**config.mk**
```make
export PLATFORM = sky130hd
export DESIGN_NAME = rgb_to_hsv_converter_top
export DESIGN_NICKNAME = d
export VERILOG_FILES = /design/src/rtl/rhsv_pkg.sv /design/src/rtl/rhsv_front.sv /design/src/rtl/rhsv_div.sv /design/src/rtl/rgb_to_hsv_converter_top.sv
export SDC_FILE = /design/constraint.sdc
export NUM_CORES = 2
export LEC_CHECK = 0
export ABC_AREA = 1
export BUFFER_PORTS_ARGS = -buffer_cell sky130_fd_sc_hd__buf_2
export CAP_MARGIN = 20
export CELL_PAD_IN_SITES_DETAIL_PLACEMENT = 0
export CELL_PAD_IN_SITES_GLOBAL_PLACEMENT = 1
export CORE_MARGIN = 1.5
export CORE_UTILIZATION = 40
export DETAILED_ROUTE_END_ITERATION = 12
export HOLD_SLACK_MARGIN = 0.05
export PLACE_DENSITY_LB_ADDON = 0.1
export SETUP_SLACK_MARGIN = 0.15
export SLEW_MARGIN = 20
export SYNTH_ARGS = -nofsm -noshare
export SYNTH_HDL_FRONTEND = slang
export SYNTH_SLANG_ARGS = --single-unit
```
**constraint.sdc**
```tcl
create_clock -name clk -period 71.6 [get_ports clk]
set_input_delay 21.48 -clock clk [delete_from_list [all_inputs] [get_ports clk]]
set_output_delay 21.48 -clock clk [all_outputs]
set_load 0.01 [all_outputs]
```
**src/rtl/rhsv_pkg.sv**
```systemverilog
// shared types and constants of the rgb to hsv converter
// no dependencies; imported by every other file in rtl
package rhsv_pkg;

  localparam int CHAN_W  = 8;    // width of one color channel
  localparam int DIV_W   = 8;    // divisor width of the long dividers
  localparam int HUE_W   = 15;   // hue result field
  localparam int SV_W    = 13;   // saturation and brightness result fields

  localparam int OFF_RED      = 360;
  localparam int OFF_GREEN    = 120;
  localparam int OFF_BLUE     = 240;
  localparam int HUE_SPAN     = 60;
  localparam int HUE_WRAP_DEG = 360;
  localparam int HUE_QMAX_DEG = 420;  // hue quotient never exceeds this many degrees
  localparam int PCT          = 100;
  localparam int CHAN_FULL    = 255;

  typedef struct packed {
    logic hue_zero;  // grey pixel, hue forced to zero
    logic sat_zero;  // black pixel, saturation forced to zero
  } rhsv_flags_t;

endpackage

```
**src/rtl/rhsv_front.sv**
```systemverilog
// front end: channel max/min/diff and sector pick, then divider operands and brightness
// two register stages; depends on rhsv_pkg
module rhsv_front
  import rhsv_pkg::*;
#(
  parameter int FRAC_BITS = 6,
  parameter int QW = 15
) (
  input  logic                     clk,
  input  logic                     rst_n,
  input  logic                     en,
  input  logic                     in_valid,
  input  logic [CHAN_W-1:0]        in_red,
  input  logic [CHAN_W-1:0]        in_green,
  input  logic [CHAN_W-1:0]        in_blue,
  output logic                     op_valid,
  output rhsv_flags_t              op_flags,
  output logic [QW+DIV_W-1:0]      hue_num,
  output logic [DIV_W-1:0]         hue_den,
  output logic [QW+DIV_W-1:0]      sat_num,
  output logic [DIV_W-1:0]         sat_den,
  output logic [QW-1:0]            val_quo
);

  localparam int NW    = QW + DIV_W;
  localparam int VAL_C = PCT * (1 << FRAC_BITS);
  localparam int VAL_A = VAL_C / CHAN_FULL;
  localparam int VAL_B = VAL_C % CHAN_FULL;

  typedef enum logic [1:0] {
    SEC_RED,
    SEC_GREEN,
    SEC_BLUE
  } sector_t;

  // stage 1
  logic                  s1_valid_r;
  rhsv_flags_t           s1_flags_r, s1_flags_nxt;
  logic [CHAN_W-1:0]     s1_mx_r, s1_mx_nxt;
  logic [CHAN_W-1:0]     s1_diff_r, s1_diff_nxt;
  logic signed [CHAN_W:0] s1_num_r, s1_num_nxt;
  sector_t               s1_sec_r, s1_sec_nxt;
  logic [CHAN_W-1:0]     mn;

  always_comb begin
    // ties: red first, then green
    if (in_red >= in_green && in_red >= in_blue) begin
      s1_sec_nxt = SEC_RED;
      s1_mx_nxt  = in_red;
      s1_num_nxt = $signed({1'b0, in_green}) - $signed({1'b0, in_blue});
    end else if (in_green >= in_blue) begin
      s1_sec_nxt = SEC_GREEN;
      s1_mx_nxt  = in_green;
      s1_num_nxt = $signed({1'b0, in_blue}) - $signed({1'b0, in_red});
    end else begin
      s1_sec_nxt = SEC_BLUE;
      s1_mx_nxt  = in_blue;
      s1_num_nxt = $signed({1'b0, in_red}) - $signed({1'b0, in_green});
    end
    mn = (in_red <= in_green) ? in_red : in_green;
    if (in_blue < mn) begin
      mn = in_blue;
    end
    s1_diff_nxt           = s1_mx_nxt - mn;
    s1_flags_nxt.hue_zero = (s1_diff_nxt == '0);
    s1_flags_nxt.sat_zero = (s1_mx_nxt == '0);
  end

  always_ff @(posedge clk) begin
    if (!rst_n) begin
      s1_valid_r <= 1'b0;
    end else if (en) begin
      s1_valid_r <= in_valid;
    end
    if (en) begin
      s1_flags_r <= s1_flags_nxt;
      s1_mx_r    <= s1_mx_nxt;
      s1_diff_r  <= s1_diff_nxt;
      s1_num_r   <= s1_num_nxt;
      s1_sec_r   <= s1_sec_nxt;
    end
  end

  // stage 2: hue numerator is S * (off * diff + 60 * num)
  logic [8:0]         off_c;
  logic [16:0]        off_prod;
  logic signed [18:0] span_prod;
  logic signed [18:0] hue_base;
  logic [15:0]        val_lo;
  logic [16:0]        val_fold;

  logic               s2_valid_r;
  rhsv_flags_t        s2_flags_r;
  logic [NW-1:0]      s2_hue_num_r, s2_hue_num_nxt;
  logic [DIV_W-1:0]   s2_hue_den_r;
  logic [NW-1:0]      s2_sat_num_r, s2_sat_num_nxt;
  logic [DIV_W-1:0]   s2_sat_den_r;
  logic [QW-1:0]      s2_val_r, s2_val_nxt;

  always_comb begin
    unique case (s1_sec_r)
      SEC_RED:   off_c = 9'(OFF_RED);
      SEC_GREEN: off_c = 9'(OFF_GREEN);
      SEC_BLUE:  off_c = 9'(OFF_BLUE);
      default:   off_c = 9'(OFF_BLUE);
    endcase
    off_prod       = 17'(off_c * s1_diff_r);
    span_prod      = 19'(s1_num_r) * 19'(HUE_SPAN);
    hue_base       = $signed({2'b00, off_prod}) + span_prod;
    // positive whenever diff is nonzero
    s2_hue_num_nxt = NW'(hue_base[16:0]) << FRAC_BITS;
    s2_sat_num_nxt = NW'(15'(s1_diff_r * PCT)) << FRAC_BITS;
    // mx * (255 a + b) / 255 = mx * a + mx * b / 255, and mx * b stays below 2^16
    val_lo         = 16'(s1_mx_r * VAL_B);
    val_fold       = 17'(val_lo) + 17'(val_lo[15:8]) + 17'd1;
    s2_val_nxt     = QW'(s1_mx_r * VAL_A) + QW'(val_fold[16:8]);
  end

  always_ff @(posedge clk) begin
    if (!rst_n) begin
      s2_valid_r <= 1'b0;
    end else if (en) begin
      s2_valid_r <= s1_valid_r;
    end
    if (en) begin
      s2_flags_r   <= s1_flags_r;
      s2_hue_num_r <= s2_hue_num_nxt;
      s2_hue_den_r <= s1_diff_r;
      s2_sat_num_r <= s2_sat_num_nxt;
      s2_sat_den_r <= s1_mx_r;
      s2_val_r     <= s2_val_nxt;
    end
  end

  assign op_valid = s2_valid_r;
  assign op_flags = s2_flags_r;
  assign hue_num  = s2_hue_num_r;
  assign hue_den  = s2_hue_den_r;
  assign sat_num  = s2_sat_num_r;
  assign sat_den  = s2_sat_den_r;
  assign val_quo  = s2_val_r;

endmodule

```
**src/rtl/rhsv_div.sv**
```systemverilog
// pipelined restoring divider, one quotient bit per register stage
// needs num < den * 2^QW; depends on rhsv_pkg
module rhsv_div
  import rhsv_pkg::*;
#(
  parameter int QW = 15
) (
  input  logic                  clk,
  input  logic                  en,
  input  logic [QW+DIV_W-1:0]   num,
  input  logic [DIV_W-1:0]      den,
  output logic [QW-1:0]         quo
);

  // partial remainder and divisor of every stage but the last
  logic [DIV_W-1:0] rem_r [QW-1];
  logic [DIV_W-1:0] den_r [QW-1];
  // dividend bits still to go shift out the top, quotient bits shift in below
  logic [QW-1:0]    sh_r  [QW];

  for (genvar i = 0; i < QW; i++) begin : g_step
    logic [DIV_W-1:0] rem_in;
    logic [DIV_W-1:0] den_in;
    logic [QW-1:0]    sh_in;
    logic [DIV_W:0]   trial;
    logic             qbit;
    logic [QW-1:0]    sh_nxt;

    if (i == 0) begin : g_first
      assign rem_in = num[QW+DIV_W-1:QW];
      assign den_in = den;
      assign sh_in  = num[QW-1:0];
    end else begin : g_next
      assign rem_in = rem_r[i-1];
      assign den_in = den_r[i-1];
      assign sh_in  = sh_r[i-1];
    end

    assign trial  = {rem_in, sh_in[QW-1]};
    assign qbit   = (trial >= {1'b0, den_in});
    assign sh_nxt = {sh_in[QW-2:0], qbit};

    always_ff @(posedge clk) begin
      if (en) begin
        sh_r[i] <= sh_nxt;
      end
    end

    if (i < QW-1) begin : g_rem
      logic [DIV_W-1:0] rem_nxt;
      assign rem_nxt = qbit ? DIV_W'(trial - {1'b0, den_in}) : trial[DIV_W-1:0];
      always_ff @(posedge clk) begin
        if (en) begin
          rem_r[i] <= rem_nxt;
          den_r[i] <= den_in;
        end
      end
    end
  end

  assign quo = sh_r[QW-1];

endmodule

```
**src/rtl/rgb_to_hsv_converter_top.sv**
```systemverilog
// rgb to hsv converter, top level: front end, two dividers, output stage
// depends on rhsv_pkg, rhsv_front, rhsv_div
// pipeline order: front end, divider stages, output register; QW = clog2(420 * 2^FRAC_BITS)
// throughput: one pixel per cycle; every stage moves on one enable, which
// holds only while a result sits in the output register and out_stall is high
// reset: synchronous active low, clears the valid bits of all stages
module rgb_to_hsv_converter_top
  import rhsv_pkg::*;
#(
  parameter int FRAC_BITS = 6
) (
  input  logic              clk,
  input  logic              rst_n,
  input  logic              in_valid,
  output logic              in_stall,
  input  logic [CHAN_W-1:0] in_red,
  input  logic [CHAN_W-1:0] in_green,
  input  logic [CHAN_W-1:0] in_blue,
  output logic              out_valid,
  input  logic              out_stall,
  output logic [HUE_W-1:0]  out_hue,
  output logic [SV_W-1:0]   out_saturation,
  output logic [SV_W-1:0]   out_brightness
);

  localparam int QW = $clog2(HUE_QMAX_DEG * (1 << FRAC_BITS));
  localparam int NW = QW + DIV_W;
  localparam logic [QW-1:0] HUE_WRAP = QW'(HUE_WRAP_DEG * (1 << FRAC_BITS));

  logic en;
  logic out_valid_r;

  assign en       = !out_valid_r || !out_stall;
  assign in_stall = !en;

  logic              op_valid;
  rhsv_flags_t       op_flags;
  logic [NW-1:0]     hue_num, sat_num;
  logic [DIV_W-1:0]  hue_den, sat_den;
  logic [QW-1:0]     val_quo;

  rhsv_front #(
    .FRAC_BITS (FRAC_BITS),
    .QW        (QW)
  ) u_front (
    .clk      (clk),
    .rst_n    (rst_n),
    .en       (en),
    .in_valid (in_valid),
    .in_red   (in_red),
    .in_green (in_green),
    .in_blue  (in_blue),
    .op_valid (op_valid),
    .op_flags (op_flags),
    .hue_num  (hue_num),
    .hue_den  (hue_den),
    .sat_num  (sat_num),
    .sat_den  (sat_den),
    .val_quo  (val_quo)
  );

  logic [QW-1:0] hue_q, sat_q, val_q;

  rhsv_div #(.QW(QW)) u_div_hue (
    .clk (clk), .en (en), .num (hue_num), .den (hue_den), .quo (hue_q)
  );

  rhsv_div #(.QW(QW)) u_div_sat (
    .clk (clk), .en (en), .num (sat_num), .den (sat_den), .quo (sat_q)
  );

  // valid bits, flags and brightness ride alongside the divider stages
  logic          vld_pipe_r [QW];
  rhsv_flags_t   flg_pipe_r [QW];
  logic [QW-1:0] val_pipe_r [QW];

  always_ff @(posedge clk) begin
    if (!rst_n) begin
      for (int i = 0; i < QW; i++) begin
        vld_pipe_r[i] <= 1'b0;
      end
    end else if (en) begin
      vld_pipe_r[0] <= op_valid;
      for (int i = 1; i < QW; i++) begin
        vld_pipe_r[i] <= vld_pipe_r[i-1];
      end
    end
    if (en) begin
      flg_pipe_r[0] <= op_flags;
      val_pipe_r[0] <= val_quo;
      for (int i = 1; i < QW; i++) begin
        flg_pipe_r[i] <= flg_pipe_r[i-1];
        val_pipe_r[i] <= val_pipe_r[i-1];
      end
    end
  end

  assign val_q = val_pipe_r[QW-1];

  // output stage: hue wrap, forced zeros, field masking
  rhsv_flags_t           fin_flags;
  logic [QW-1:0]         hue_wrapped;
  logic [QW+HUE_W-1:0]   hue_ext;
  logic [QW+SV_W-1:0]    sat_ext, val_ext;
  logic [HUE_W-1:0]      out_hue_r, out_hue_nxt;
  logic [SV_W-1:0]       out_sat_r, out_sat_nxt;
  logic [SV_W-1:0]       out_bri_r, out_bri_nxt;

  always_comb begin
    fin_flags   = flg_pipe_r[QW-1];
    hue_wrapped = (hue_q >= HUE_WRAP) ? QW'(hue_q - HUE_WRAP) : hue_q;
    hue_ext     = {{HUE_W{1'b0}}, hue_wrapped};
    sat_ext     = {{SV_W{1'b0}}, sat_q};
    val_ext     = {{SV_W{1'b0}}, val_q};
    out_hue_nxt = fin_flags.hue_zero ? '0 : hue_ext[HUE_W-1:0];
    out_sat_nxt = fin_flags.sat_zero ? '0 : sat_ext[SV_W-1:0];
    out_bri_nxt = val_ext[SV_W-1:0];
  end

  always_ff @(posedge clk) begin
    if (!rst_n) begin
      out_valid_r <= 1'b0;
    end else if (en) begin
      out_valid_r <= vld_pipe_r[QW-1];
    end
    if (en) begin
      out_hue_r <= out_hue_nxt;
      out_sat_r <= out_sat_nxt;
      out_bri_r <= out_bri_nxt;
    end
  end

  assign out_valid      = out_valid_r;
  assign out_hue        = out_hue_r;
  assign out_saturation = out_sat_r;
  assign out_brightness = out_bri_r;

  // a black pixel is always grey as well
  a_black_is_grey: assert property (@(posedge clk) disable iff (!rst_n)
    op_valid && op_flags.sat_zero |-> op_flags.hue_zero)
    else $error("black pixel without grey flag");

  // no result right after reset
  a_reset_clears: assert property (@(posedge clk)
    !rst_n |=> !out_valid)
    else $error("result valid after reset");

  // a held result stays put and blocks the input
  a_hold_blocks: assert property (@(posedge clk) disable iff (!rst_n)
    out_valid && out_stall |=> out_valid && $stable(out_hue) && (in_stall == out_stall))
    else $error("held result lost or input not blocked");

  // the last divider stage feeds the output register on every move
  a_valid_follow: assert property (@(posedge clk) disable iff (!rst_n)
    en && vld_pipe_r[QW-1] |=> out_valid)
    else $error("transaction lost at output stage");

endmodule
```
==> impl_metrics.tcl <==
set metrics [dict create \
    outcome "finished clean" \
    grt_pass1_wl_um 137000 \
    synth_edf_count 1043 \
    std_cell_rows 130 \
    yosysUniqueCellTypes 52 \
    setup_viol_count_final 0 \
    port_buffers 70 \
    tns_ns 0 \
    hp-class "register to register" \
    crit_type "primary input to output port" \
    antenna_left 0 \
    grtUsageTotal 0.133 \
    synthTopCellsByArea "edfxtp_1 62%, ha_1 9.9%, inv_1 4.9%" \
    synth_warnings 0 \
    drt_iter0_markers 1241 \
    vias 27500 \
    ys_seq_area_frac 0.625 \
    grt_overflow_total 0 \
    htreeDepth 3 \
    cts_root_buf "clkbuf_16" \
    finalCritPeriodShare 0.613 \
    firstDrtPassIters 4 \
    syn_area_per_cell_um2 12.5 \
    finalMaxSlewViolations 0 \
    synth_top_area_share 0.620 \
    wl_um 82700 \
    synth_area_mm2 0.0505 \
    max_cap_violations 0 \
    synthArstFlopShare 0 \
    cts_setup_buffers 0 \
    end_kind "output port" \
    cpMaxStageDelayCell "nand2_4" \
    die_h_um 358 \
    cts_max_path_buffers 3 \
    hold_violations 0 \
    initial_core_util 0.403 \
    syn_nets 4565 \
    fp.coreArea_mm2 0.125 \
    die_w_um 358 \
    grt_pass1_vias 28400 \
    antenna_found_initial 0 \
    worstPathRequired_ns 50.12 \
    yosys.area.top_type "edfxtp_1" \
    synth-main-ff-cell "edfxtp_1" \
    cts.sink_count 1055 \
    hpwl_um 60000 \
    syn_inst 4047 \
    path_common_cell "buf_2" \
    cp_slowest_stage_delay_ns 0.50 \
    area.growth.synth_to_final_pct 12.4 \
    crit_path_start_kind "primary input" \
    clk_latency_ns 0.72 \
    num_io_pins 71 \
    grt_max_degree 188 \
    final.min_clock_period_ns 43.87 \
    num-fill-cells 11500 \
    die_area_mm2 0.128 \
    final_nets 4726 \
    worstPathCellList "buf_2 -> nand2_4 -> inv_1 -> buf_2" \
    cts_resized 0 \
    cp_max_fo 55 \
    relSlewSlack 0.237 \
    rsz0062_at_grt "no" \
    drc 0 \
    skew_ns 0.0233 \
    diodes 0 \
    worstPathArrival_ns 22.39 \
    drt-vias-per-instance 4.61 \
    path_clk_slew_ns 0.06 \
    gp_congestion 0.831 \
    post_drt_wl_per_cell_um 13.9 \
    cts_tree "done" \
    cts_buffers 115 \
    ys_ff_latch 1055 \
    hold_buffers 0 \
    drive_above_1_share 0.0738 \
    timing.fmax_mhz 22.8 \
    tightest_slew_ns 1.14 \
]
[cells in the final DEF, fill, tap and decap left out, drive strengths merged, types with 13 or more instances in the layout]
| master | count |
|---|---|
| a211oi | 17 |
| a21o | 31 |
| a21oi | 277 |
| buf | 82 |
| bufinv | 13 |
| clkbuf | 145 |
| clkinv | 48 |
| edfxtp | 1043 |
| fa | 89 |
| ha | 401 |
| inv | 672 |
| nand2 | 439 |
| nand3 | 76 |
| nand4 | 36 |
| nor2 | 346 |
| nor3 | 24 |
| o21ai | 200 |
| o21bai | 29 |
| xnor2 | 77 |
| xor2 | 154 |
[registers in the layout, summed over array words and instances, names as in the netlist, 30 cells and up]
signal / count
val_pipe_r: 195
u_div_hue.sh_r: 141
u_div_hue.den_r: 112
u_div_hue.rem_r: 112
u_div_sat.den_r: 112
u_div_sat.rem_r: 112
u_div_sat.sh_r: 97
flg_pipe_r: 30
[layout make-up]
class                           instances  area [µm²]  area share
Clock inverter                         73         826      0.0145
Clock buffer                          145        3050      0.0537
Multi-Input combinational cell       2285       16300       0.287
Timing Repair Buffer                   82         469     0.00826
Inverter                              669        2510      0.0442
Sequential cell                      1055       31600       0.556
Tap cell                             1650        2060      0.0364
[kinds of logic (layout without fill, tap and decap cells)]
logic type	Yosys count	count (layout)	synth area share
flops	1055	1055	0.625
buf+inv	707	969	0.0531
fa+ha+maj	490	490	0.135
other cells	1	1	0.0000742
compound gates	612	612	0.0680
xor+xnor	231	231	0.0406
simple gates	951	951	0.0791
[worst max-delay path, delay by kind of cell]
family	cells	cell delay, ns
buf+inv	3	0.40
simple gates	1	0.50
[Yosys cell counts (8+ instances only)]
cell type / n
a211oi_1: 17
ha_1: 401
xnor2_1: 77
nand3_1: 69
edfxtp_1: 1043
buf_2: 16
clkbuf_1: 19
o22ai_1: 12
nor2_1: 338
nor3_1: 24
o221ai_1: 9
nor4_1: 8
nand4_1: 36
inv_1: 663
a31oi_1: 12
dfxtp_1: 12
fa_1: 89
a21oi_1: 276
nand2_2: 18
nand2_1: 421
a21o_1: 31
xor2_1: 150
o21ai_0: 198
o21bai_1: 29
[layer usage]
layer  track usage  vias to the layer above  share of wire
met2         0.256                      286           0.54
li1              -                    14300              -
met4        0.0525                        0          0.030
met1         0.143                    12800           0.40
met3        0.0214                      126          0.031
met5             0                        -              0
[metrics by stage]
stage                     area, µm²  instances  setup slack (ns)  hold slack, ns   util
after detailed placement      52900       5741             27.69           0.405  0.422
after floorplan               50500       4047              4.46           0.400      -
after global routing          56800       5959             27.62           0.405  0.453
after global placement        52900       5741             27.69           0.400  0.422
after CTS                     56800       5959             27.69           0.390  0.453
final                         56800       5959             27.73           0.398  0.453
[final timing paths]
check	cells past startpoint	slack, ns	end	from
worst max-delay path	4	27.73	in_stall	out_stall
worst min-delay path	0	0.40	u_div_hue.sh_r[0][80]	u_div_hue.sh_r[0][64]
worst max register to register	30	64.69	u_front.hue_num[22]	u_front.s1_num_r[2]
worst min register to register	0	0.40	u_div_hue.sh_r[0][80]	u_div_hue.sh_r[0][64]
Power is left out: the tool's default activity adds up to more than one toggle a clock period on the data nets, which glitch-free logic cannot reach.
